--- src/design/imm_pkg.sv ---
// shared constants, types and helpers for the integer matrix multiply block
package imm_pkg;

	localparam int MAX_DIM     = 8;
	localparam int DATA_WIDTH  = 16;
	localparam int IDX_W       = 3;
	localparam int DIM_W       = 4;
	localparam int ELEM_W      = 16;
	localparam int VAL_W       = 35;
	localparam int CFG_IDX_W   = 2;
	localparam int STORE_DEPTH = MAX_DIM * MAX_DIM;
	localparam int ADDR_W      = (STORE_DEPTH > 1) ? $clog2(STORE_DEPTH) : 1;
	localparam int PROD_W      = 2 * DATA_WIDTH;
	localparam int EXT_W       = (PROD_W > VAL_W) ? PROD_W : VAL_W;

	typedef enum logic [1:0] {
		MODE_LOAD_LEFT  = 2'd0,
		MODE_LOAD_RIGHT = 2'd1,
		MODE_COMPUTE    = 2'd2,
		MODE_NONE       = 2'd3
	} mode_t;

	typedef enum logic [CFG_IDX_W-1:0] {
		CFG_LEFT_ROWS  = 2'd0,
		CFG_LEFT_COLS  = 2'd1,
		CFG_RIGHT_ROWS = 2'd2,
		CFG_RIGHT_COLS = 2'd3
	} cfg_idx_t;

	typedef enum logic [2:0] {
		ST_IDLE,
		ST_START,
		ST_ISSUE,
		ST_DRAIN,
		ST_EMPTY
	} state_t;

	typedef struct packed {
		logic             wr_left;
		logic             wr_right;
		logic             mac;
		logic             first;
		logic             last_k;
		logic             last_elem;
		logic             emit_empty;
		logic [IDX_W-1:0] x;
		logic [IDX_W-1:0] y;
		logic [IDX_W-1:0] k;
	} cmd_t;

	typedef struct packed {
		logic out_busy;
		logic pipe_busy;
	} status_t;

	function automatic logic [DIM_W-1:0] eff_dim(input logic [DIM_W-1:0] r);
		logic [DIM_W-1:0] v;
		if (r == '0) begin
			v = DIM_W'(1);
		end else if (r > DIM_W'(MAX_DIM)) begin
			v = DIM_W'(MAX_DIM);
		end else begin
			v = r;
		end
		return v;
	endfunction

	function automatic logic [ADDR_W-1:0] store_addr(input logic [IDX_W-1:0] r,
			input logic [IDX_W-1:0] c);
		return ADDR_W'(ADDR_W'(r) * ADDR_W'(MAX_DIM) + ADDR_W'(c));
	endfunction

endpackage

--- src/design/imm_ctrl.sv ---
// controller: configuration registers, load decode and compute sequencing
module imm_ctrl import imm_pkg::*; (
	input  logic                 clk,
	input  logic                 arst_n,
	input  logic                 cfg_we,
	input  logic [CFG_IDX_W-1:0] cfg_index,
	input  logic [DIM_W-1:0]     cfg_data,
	input  logic                 in_valid,
	input  logic [1:0]           mode,
	input  logic [IDX_W-1:0]     row_index,
	input  logic [IDX_W-1:0]     col_index,
	input  status_t              status,
	output logic                 in_stall,
	output cmd_t                 cmd
);

	state_t           state_q, state_d;
	logic [DIM_W-1:0] left_rows_q, left_cols_q, right_rows_q, right_cols_q;
	logic [DIM_W-1:0] lr, lc, rr, rc;
	logic [IDX_W-1:0] x_q, y_q, k_q;
	logic             in_acc, k_last, y_last, elem_last, mismatch;
	mode_t            in_mode;

	assign lr        = eff_dim(left_rows_q);
	assign lc        = eff_dim(left_cols_q);
	assign rr        = eff_dim(right_rows_q);
	assign rc        = eff_dim(right_cols_q);
	assign mismatch  = (lc != rr);
	assign in_mode   = mode_t'(mode);
	assign in_stall  = (state_q != ST_IDLE);
	assign in_acc    = in_valid && !in_stall;
	assign k_last    = ({1'b0, k_q} == lc - DIM_W'(1));
	assign y_last    = ({1'b0, y_q} == rc - DIM_W'(1));
	assign elem_last = y_last && ({1'b0, x_q} == lr - DIM_W'(1));

	always_ff @(posedge clk or negedge arst_n) begin
		if (!arst_n) begin
			left_rows_q  <= DIM_W'(MAX_DIM);
			left_cols_q  <= DIM_W'(MAX_DIM);
			right_rows_q <= DIM_W'(MAX_DIM);
			right_cols_q <= DIM_W'(MAX_DIM);
		end else if (cfg_we) begin
			unique case (cfg_idx_t'(cfg_index))
				CFG_LEFT_ROWS:  left_rows_q  <= cfg_data;
				CFG_LEFT_COLS:  left_cols_q  <= cfg_data;
				CFG_RIGHT_ROWS: right_rows_q <= cfg_data;
				CFG_RIGHT_COLS: right_cols_q <= cfg_data;
				default: ;
			endcase
		end
	end

	always_ff @(posedge clk or negedge arst_n) begin
		if (!arst_n) begin
			state_q <= ST_IDLE;
			x_q     <= '0;
			y_q     <= '0;
			k_q     <= '0;
		end else begin
			state_q <= state_d;
			if (state_q == ST_IDLE && in_acc && in_mode == MODE_COMPUTE) begin
				x_q <= '0;
				y_q <= '0;
				k_q <= '0;
			end else if (state_q == ST_ISSUE && !k_last) begin
				k_q <= k_q + IDX_W'(1);
			end else if (state_q == ST_DRAIN && !status.pipe_busy && !elem_last) begin
				k_q <= '0;
				if (y_last) begin
					y_q <= '0;
					x_q <= x_q + IDX_W'(1);
				end else begin
					y_q <= y_q + IDX_W'(1);
				end
			end
		end
	end

	always_comb begin
		state_d = state_q;
		unique case (state_q)
			ST_IDLE: begin
				if (in_acc && in_mode == MODE_COMPUTE) begin
					state_d = mismatch ? ST_EMPTY : ST_START;
				end
			end
			ST_START: begin
				if (!status.out_busy) state_d = ST_ISSUE;
			end
			ST_ISSUE: begin
				if (k_last) state_d = ST_DRAIN;
			end
			ST_DRAIN: begin
				if (!status.pipe_busy) state_d = elem_last ? ST_IDLE : ST_START;
			end
			ST_EMPTY: begin
				if (!status.out_busy) state_d = ST_IDLE;
			end
			default: state_d = ST_IDLE;
		endcase
	end

	always_comb begin
		cmd           = '0;
		cmd.x         = x_q;
		cmd.y         = y_q;
		cmd.k         = k_q;
		cmd.first     = (k_q == '0);
		cmd.last_k    = k_last;
		cmd.last_elem = elem_last;
		unique case (state_q)
			ST_IDLE: begin
				cmd.wr_left  = in_acc && in_mode == MODE_LOAD_LEFT
					&& ({1'b0, row_index} < lr) && ({1'b0, col_index} < lc);
				cmd.wr_right = in_acc && in_mode == MODE_LOAD_RIGHT
					&& ({1'b0, row_index} < rr) && ({1'b0, col_index} < rc);
			end
			ST_ISSUE: cmd.mac        = 1'b1;
			ST_EMPTY: cmd.emit_empty = !status.out_busy;
			default: ;
		endcase
	end

endmodule

--- src/design/imm_datapath.sv ---
// datapath: element stores, multiply-accumulate pipeline and output register
module imm_datapath import imm_pkg::*; (
	input  logic                     clk,
	input  logic                     arst_n,
	input  cmd_t                     cmd,
	input  logic [IDX_W-1:0]         row_index,
	input  logic [IDX_W-1:0]         col_index,
	input  logic signed [ELEM_W-1:0] element_value,
	input  logic                     out_stall,
	output status_t                  status,
	output logic                     out_valid,
	output logic [IDX_W-1:0]         out_row,
	output logic [IDX_W-1:0]         out_col,
	output logic signed [VAL_W-1:0]  out_value,
	output logic                     empty_result,
	output logic                     last
);

	logic signed [DATA_WIDTH-1:0] left_mem  [STORE_DEPTH];
	logic signed [DATA_WIDTH-1:0] right_mem [STORE_DEPTH];

	logic signed [DATA_WIDTH-1:0] a_s1, b_s1;
	logic                         valid_s1, first_s1, last_k_s1, last_elem_s1;
	logic [IDX_W-1:0]             x_s1, y_s1;
	logic signed [PROD_W-1:0]     prod_s2;
	logic                         valid_s2, first_s2, last_k_s2, last_elem_s2;
	logic [IDX_W-1:0]             x_s2, y_s2;
	logic signed [VAL_W-1:0]      acc_q, sum;
	logic signed [EXT_W-1:0]      prod_ext;
	logic                         out_valid_q;
	logic [ADDR_W-1:0]            wr_addr;

	assign wr_addr  = store_addr(row_index, col_index);
	assign prod_ext = EXT_W'(prod_s2);
	assign sum      = first_s2 ? prod_ext[VAL_W-1:0] : acc_q + prod_ext[VAL_W-1:0];

	always_ff @(posedge clk) begin
		if (cmd.wr_left)  left_mem[wr_addr]  <= DATA_WIDTH'(element_value);
		if (cmd.wr_right) right_mem[wr_addr] <= DATA_WIDTH'(element_value);
	end

	always_ff @(posedge clk) begin
		if (cmd.mac) begin
			a_s1 <= left_mem[store_addr(cmd.x, cmd.k)];
			b_s1 <= right_mem[store_addr(cmd.k, cmd.y)];
		end
		first_s1     <= cmd.first;
		last_k_s1    <= cmd.last_k;
		last_elem_s1 <= cmd.last_elem;
		x_s1         <= cmd.x;
		y_s1         <= cmd.y;
		prod_s2      <= PROD_W'(a_s1) * PROD_W'(b_s1);
		first_s2     <= first_s1;
		last_k_s2    <= last_k_s1;
		last_elem_s2 <= last_elem_s1;
		x_s2         <= x_s1;
		y_s2         <= y_s1;
		if (valid_s2) acc_q <= sum;
	end

	always_ff @(posedge clk or negedge arst_n) begin
		if (!arst_n) begin
			valid_s1 <= 1'b0;
			valid_s2 <= 1'b0;
		end else begin
			valid_s1 <= cmd.mac;
			valid_s2 <= valid_s1;
		end
	end

	always_ff @(posedge clk or negedge arst_n) begin
		if (!arst_n) begin
			out_valid_q <= 1'b0;
		end else if (cmd.emit_empty || (valid_s2 && last_k_s2)) begin
			out_valid_q <= 1'b1;
		end else if (!out_stall) begin
			out_valid_q <= 1'b0;
		end
	end

	always_ff @(posedge clk) begin
		if (cmd.emit_empty) begin
			out_row      <= '0;
			out_col      <= '0;
			out_value    <= '0;
			empty_result <= 1'b1;
			last         <= 1'b1;
		end else if (valid_s2 && last_k_s2) begin
			out_row      <= x_s2;
			out_col      <= y_s2;
			out_value    <= sum;
			empty_result <= 1'b0;
			last         <= last_elem_s2;
		end
	end

	assign out_valid        = out_valid_q;
	assign status.out_busy  = out_valid_q;
	assign status.pipe_busy = valid_s1 || valid_s2;

endmodule

--- src/design/integer_matrix_multiply.sv ---
// top level of the integer matrix multiply block
// Usage:
// - configuration: cfg_we writes cfg_data into the dimension register cfg_index
//   (left rows, left cols, right rows, right cols); write only while idle
// - input channel: in_valid / in_stall, a transfer when in_valid and !in_stall;
//   mode selects load left, load right or compute
// - a load transfer writes its element; loads stream one per cycle while idle
// - a compute transfer raises in_stall until the last product element has
//   reached the output register
// - each product element passes through a start state, the inner length on the
//   single multiply-accumulate unit, the multiply stage, the accumulate into the
//   output register and a check that the pipeline has drained
// - a dimension mismatch gives one empty result, last set, once out_valid is low
// - output channel: out_valid / out_stall; a stalled result holds in the output
//   register and the next element is not started until it has been taken
// - loads are taken while a final result still waits in the output register
// - reset: dimensions go to 8, the output is empty, the stores are undefined
//   until written
module integer_matrix_multiply import imm_pkg::*; (
	input  logic                     clk,
	input  logic                     arst_n,
	input  logic                     cfg_we,
	input  logic [CFG_IDX_W-1:0]     cfg_index,
	input  logic [DIM_W-1:0]         cfg_data,
	input  logic                     in_valid,
	output logic                     in_stall,
	input  logic [1:0]               mode,
	input  logic [IDX_W-1:0]         row_index,
	input  logic [IDX_W-1:0]         col_index,
	input  logic signed [ELEM_W-1:0] element_value,
	output logic                     out_valid,
	input  logic                     out_stall,
	output logic [IDX_W-1:0]         out_row,
	output logic [IDX_W-1:0]         out_col,
	output logic signed [VAL_W-1:0]  out_value,
	output logic                     empty_result,
	output logic                     last
);

	cmd_t    cmd;
	status_t status;

	imm_ctrl u_ctrl (
		.clk       (clk),
		.arst_n    (arst_n),
		.cfg_we    (cfg_we),
		.cfg_index (cfg_index),
		.cfg_data  (cfg_data),
		.in_valid  (in_valid),
		.mode      (mode),
		.row_index (row_index),
		.col_index (col_index),
		.status    (status),
		.in_stall  (in_stall),
		.cmd       (cmd)
	);

	imm_datapath u_datapath (
		.clk           (clk),
		.arst_n        (arst_n),
		.cmd           (cmd),
		.row_index     (row_index),
		.col_index     (col_index),
		.element_value (element_value),
		.out_stall     (out_stall),
		.status        (status),
		.out_valid     (out_valid),
		.out_row       (out_row),
		.out_col       (out_col),
		.out_value     (out_value),
		.empty_result  (empty_result),
		.last          (last)
	);

endmodule

--- config.mk ---
export PLATFORM = sky130hd
export DESIGN_NAME = integer_matrix_multiply
export DESIGN_NICKNAME = d
export VERILOG_FILES = /design/src/design/imm_pkg.sv /design/src/design/imm_ctrl.sv /design/src/design/imm_datapath.sv /design/src/design/integer_matrix_multiply.sv
export SDC_FILE = /design/constraint.sdc
export NUM_CORES = 2
export LEC_CHECK = 0
export BUFFER_PORTS_ARGS = -buffer_cell sky130_fd_sc_hd__buf_2
export CAP_MARGIN = 30
export CORE_MARGIN = 2
export CORE_UTILIZATION = 50
export CTS_BUF_LIST = sky130_fd_sc_hd__clkbuf_16
export CTS_CLUSTER_SIZE = 25
export DETAILED_ROUTE_END_ITERATION = 7
export PLACE_DENSITY = 0.63
export SETUP_SLACK_MARGIN = 0.2
export SLEW_MARGIN = 0
export SYNTH_ARGS = -nofsm -noshare
export SYNTH_HDL_FRONTEND = slang
export SYNTH_SLANG_ARGS = --single-unit
--- constraint.sdc ---
create_clock -name clk -period 13.5 [get_ports clk]
set_input_delay 1.35 -clock clk [delete_from_list [all_inputs] [get_ports clk]]
set_output_delay 1.35 -clock clk [all_outputs]
set_load 0.005 [all_outputs]
# Yosys cells after proc, flatten, opt, wreduce, memory -nomap -nowiden
# Memory sizes are Yosys's and may differ from the RTL's. A register that Yosys moved wholly into a read port is not among the register bits.
# Cells that the tools add are included.
# word_totals
ram_bits	2048
word_cells	147
in_bits	35
memories	2
ff_bits	159
# classes
multipliers	1
magnitude_cmp	8
n_eq_ne	20
n_mux	37
n_reduce_logical	41
addsub	10
# mem_list
name	depth	width	read_ports	rd_clocked_by_memory_dff	wr	line_no	text
u_datapath.left_mem	64	16	1	1	1	imm_datapath.sv:19	logic signed [DATA_WIDTH-1:0] left_mem [STORE_DEPTH];
u_datapath.right_mem	64	16	1	1	1	imm_datapath.sv:20	logic signed [DATA_WIDTH-1:0] right_mem [STORE_DEPTH];
# op_table
cell	count
$mux W3	17
$add A35 B35 Y35	1
$mux W35	1
$mul A16 B16 Y32	1
$mux W4	8
$add A6 B3 Y6	3
$gt A4 B4 Y1 const B	4
$logic_not A4 Y1	4
$lt A3 B4 Y1	4
$logic_and A1 B1 Y1	15
$pmux W3 S5	1
$eq A3 B4 Y1	3
$sub A4 B1 Y4 const B	3
$reduce_and A2 Y1	5
$add A3 B1 Y3 const B	3
$mux W1	9
$ne A2 B2 Y1 const B	4
$eq A2 B2 Y1 const B	3
$eq A3 B2 Y1 const B	2
$logic_not A3 Y1	2
$ne A2 B1 Y1 const B	3
$reduce_bool A3 Y1	2
$logic_not A1 Y1	5
$reduce_and A5 Y1	1
other kinds (9)	13

# Depth between registers and ports, before layout
# logic_depth
word_depth	11
ltp_mapped	24
mapped_depth_nobuf	23

# Modules after synthesis
# Synthesis repeated with hierarchy kept, for this count alone.
# unflattened
cells_unflattened	4960
hier_area_um2	96766.6
# modules_own_cells
module	seq_area_each_um2	instances	cells_per_inst	area_each_um2
imm_datapath	65447.8	1	4759	94760.9
imm_ctrl	705.7	1	201	2005.7

# Worst setup path before layout
# No wires, ideal clock.
# synth_timing
kind	register to register
startpoint	reg u_datapath.a_s1[15] (read register of u_datapath.left_mem)
endpoint	reg u_datapath.prod_s2[30]
arrival_ns	6.266
setup_slack_ns	7.162
path_stages_with_launch	22
setup_ns	0.072
t_required_ns	13.428
path_cell_list	edfxtp_1 > clkbuf_1 > nand2_1 > inv_1 > fa_1 > fa_1 > fa_1 > fa_1 > fa_1 > inv_1 > fa_1 > inv_1 > ha_1 > and3_1 > a221oi_2 > o21ai_0 > or3_1 > o211a_1 > o21a_1 > o21a_1 > o211ai_2 > xnor2_1
# synth_between
elab_chain_len	1
# synth_rtl
item	line_no	text
start, declared	imm_datapath.sv:22	logic signed [DATA_WIDTH-1:0] a_s1, b_s1;
$mul A16 B16 Y32	imm_datapath.sv:52	prod_s2 <= PROD_W'(a_s1) * PROD_W'(b_s1);
end signal, assigned	imm_datapath.sv:52	
end, declared	imm_datapath.sv:25	logic signed [PROD_W-1:0] prod_s2;
# Every way passes these cells.
# A chain may end at the register's enable or synchronous reset.

# Final worst setup path
# layout_timing
startpoint	reg u_datapath.a_s1[15] (read register of u_datapath.left_mem)
endpoint	reg u_datapath.prod_s2[31]
# Same word-level chain as after synthesis.

==> results.json <==
{
  "port_buffers": 79,
  "ios": 80,
  "synth_fa_ha_area_share_pct": 7.161,
  "tritoncts": "built",
  "syn_area_per_cell_um2": 19.56,
  "hold_path_class": "reg2reg",
  "gp_congestion": 0.8315,
  "synthMuxAreaShare_pct": 16.02,
  "drt.antenna.violating_nets": 0,
  "rows": 161,
  "yosys.area_share.simple_pct": 3.532,
  "setup_viol": 0,
  "ys_top_cells_by_count": "edfxtp_1, mux4_2, inv_1, fa_1, nand2_1",
  "required_ns": 14.22,
  "die_h_um": 443.1,
  "critPathArrivalTime_ns": 7.58,
  "yosys.cell_count.top_type": "edfxtp_1",
  "drt_iter0_drc": 5255,
  "critPathLaunchType": "register",
  "fillers": 14367,
  "path_class": "reg2reg",
  "htree_levels": 4,
  "drive_gt1_share_pct": 25.17,
  "hpwl_mm": 138.5,
  "grt_max_degree": 102,
  "critPathMaxFanout": 16,
  "synthArstFlopShare_pct": 1.385,
  "syn-cell-area_um2": 96410,
  "r2r_setup_slack_ns": 6.64,
  "wire_per_inst_um": 29.35,
  "dr.pass1.iters": 5,
  "fp.dieW_um": 443.1,
  "grtUsageTotal_pct": 23.94,
  "syn_to_final_growth_pct": 11.93,
  "yosys_warnings": 0,
  "clockBufferDepth": 3,
  "synth_xor_area_share_pct": 0.6722,
  "synth_top_cell_by_area": "edfxtp_1",
  "start_util_pct": 50.22,
  "slew_violations": 0,
  "end_kind": "register",
  "die_area_um2": 196400,
  "timing.fmax_ghz": 0.1457,
  "vias": 47413,
  "synth-compound-area-share_pct": 1.688,
  "totalNegativeSetupSlack_ns": 0,
  "drc": 0,
  "synth_edf_count": 2115,
  "clk_latency_ns": 0.91,
  "cts_made_buffers": 220,
  "first_global_vias": 48560,
  "syn_nets": 5357,
  "yosys_register_bits": 2239,
  "synth_top_area_share_pct": 65.87,
  "cts_hold_buf": 0,
  "synth_ff_type": "edfxtp_1",
  "avgViaCountPerCell": 5.993,
  "post-route-period-util_pct": 50.85,
  "post_cts_buffers": 0,
  "cap_violations": 0,
  "cts_sinks": 2239,
  "grt_setup_unrepaired": "no",
  "skew_ns": 0.08219,
  "cts.reportedPaths.clkPinSlew_ns": 0.06,
  "root_buffer": "clkbuf_16",
  "fin_nets": 5627,
  "syn-instance-count": 4928,
  "worst_slew_pin_slew_ns": 1.074,
  "routed_wl_mm": 232.2,
  "core-area_um2": 192000,
  "synth_top_family_by_area": "multiplexers",
  "yosys-top-cells-area": "edfxtp_1, mux4_2, fa_1",
  "antenna_found_initial": 14,
  "ys_seq_area_share_pct": 68.62,
  "status": "completed",
  "grt_overflow_total": 0,
  "fin_crit_ns": 6.864,
  "grt_first_pass_wirelength_mm": 339.4,
  "synth.distinct_cells": 80,
  "hold_viol": 0,
  "relSlewSlack_pct": 28.42,
  "cts_resized": 0
}
-- final cells by class --
type                       count  area (um^2)  area share [%]
antenna                        6        15.01         0.01391
clock buffer                 220         5505           5.101
multi-input combinational   2157        28100           26.04
clock inverter               183         1672           1.549
timing repair buffer         281         2161           2.002
tap                         2526         3161           2.929
sequential                  2239        66180           61.33
inverter                     299         1122           1.040
-- registers in the layout, indices dropped and copies added, names as in the netlist, 4 cells and up --
register,flops
u_datapath.right_mem,1024
u_ctrl.right_rows_q,4
u_datapath.out_value,35
u_datapath.prod_s2,32
u_datapath.b_s1,16
u_datapath.left_mem,1024
u_ctrl.left_rows_q,4
u_ctrl.left_cols_q,4
u_datapath.acc_q,35
u_ctrl.right_cols_q,4
u_datapath.a_s1,16
-- cell families after synthesis --
group,after synthesis
DFF,2239
AOI/OAI and AO/OA,256
muxes,701
xor gates and xnor gates,74
buffers and inverters,532
adders and majority gates,394
and+or+nand+nor,732
-- through the flow --
step                std cells  utilization, %  area (um^2)  setup slack [ns]  hold slack [ns]
finish                   7911           56.21       107900             6.636           0.3273
detailed placement       7494           52.36       100500             6.594           0.3150
CTS                      7897           56.10       107700             6.599           0.3303
global route             7907           56.21       107900             6.202           0.3327
global placement         7486           52.31       100400             6.633           0.3101
floorplan                4928               -        96410             7.162           0.3096
-- worst max-delay path, stage by stage (launching register included) --
cell      delay (ns)
edfxtp_1        0.69
nand2_1         0.19
inv_1           0.16
fa_1            0.55
fa_1            0.81
fa_1            0.51
fa_1            0.51
fa_1            0.50
inv_1           0.05
fa_1            0.48
inv_1           0.04
ha_1            0.33
and3_1          0.23
a221oi_2        0.30
o21ai_0         0.12
a21oi_1         0.13
nand2_1         0.13
a221o_1         0.35
a211oi_1        0.36
a21oi_1         0.14
xnor2_1         0.15
-- worst paths after layout --
kind	start	to	depth (start not counted)
max	u_datapath.a_s1[15]	u_datapath.prod_s2[31]	20
min	u_datapath.x_s1[0]	u_datapath.x_s2[0]	0
max reg2reg	u_datapath.a_s1[15]	u_datapath.prod_s2[31]	20
min reg2reg	u_datapath.x_s1[0]	u_datapath.x_s2[0]	0
max in group asynchronous	arst_n	u_ctrl.k_q[2]	1
min in group asynchronous	arst_n	u_ctrl.left_rows_q[2]	1
-- placed cells by master, fill, tap and decap left out, types with 122 or more instances in the layout --
| cell type | instances |
|---|---|
| inv_1 | 326 |
| buf_4 | 204 |
| fa_1 | 263 |
| edfxtp_1 | 2115 |
| nor2_1 | 210 |
| clkbuf_16 | 220 |
| mux4_2 | 672 |
| and2_1 | 122 |
| ha_1 | 131 |
| nand2_1 | 241 |
-- metal layers --
layer / track usage (%) / vias to the layer above / wire (um)
li1: - / 19851 / -
met1: 35.24 / 25409 / 98460
met2: 37.60 / 1843 / 110600
met3: 4.279 / 296 / 18270
met4: 5.773 / 14 / 4790
met5: 0 / - / 91
Power is not shown: default switching activity piles up to over one toggle a cycle in this logic, so the estimate is an artifact.
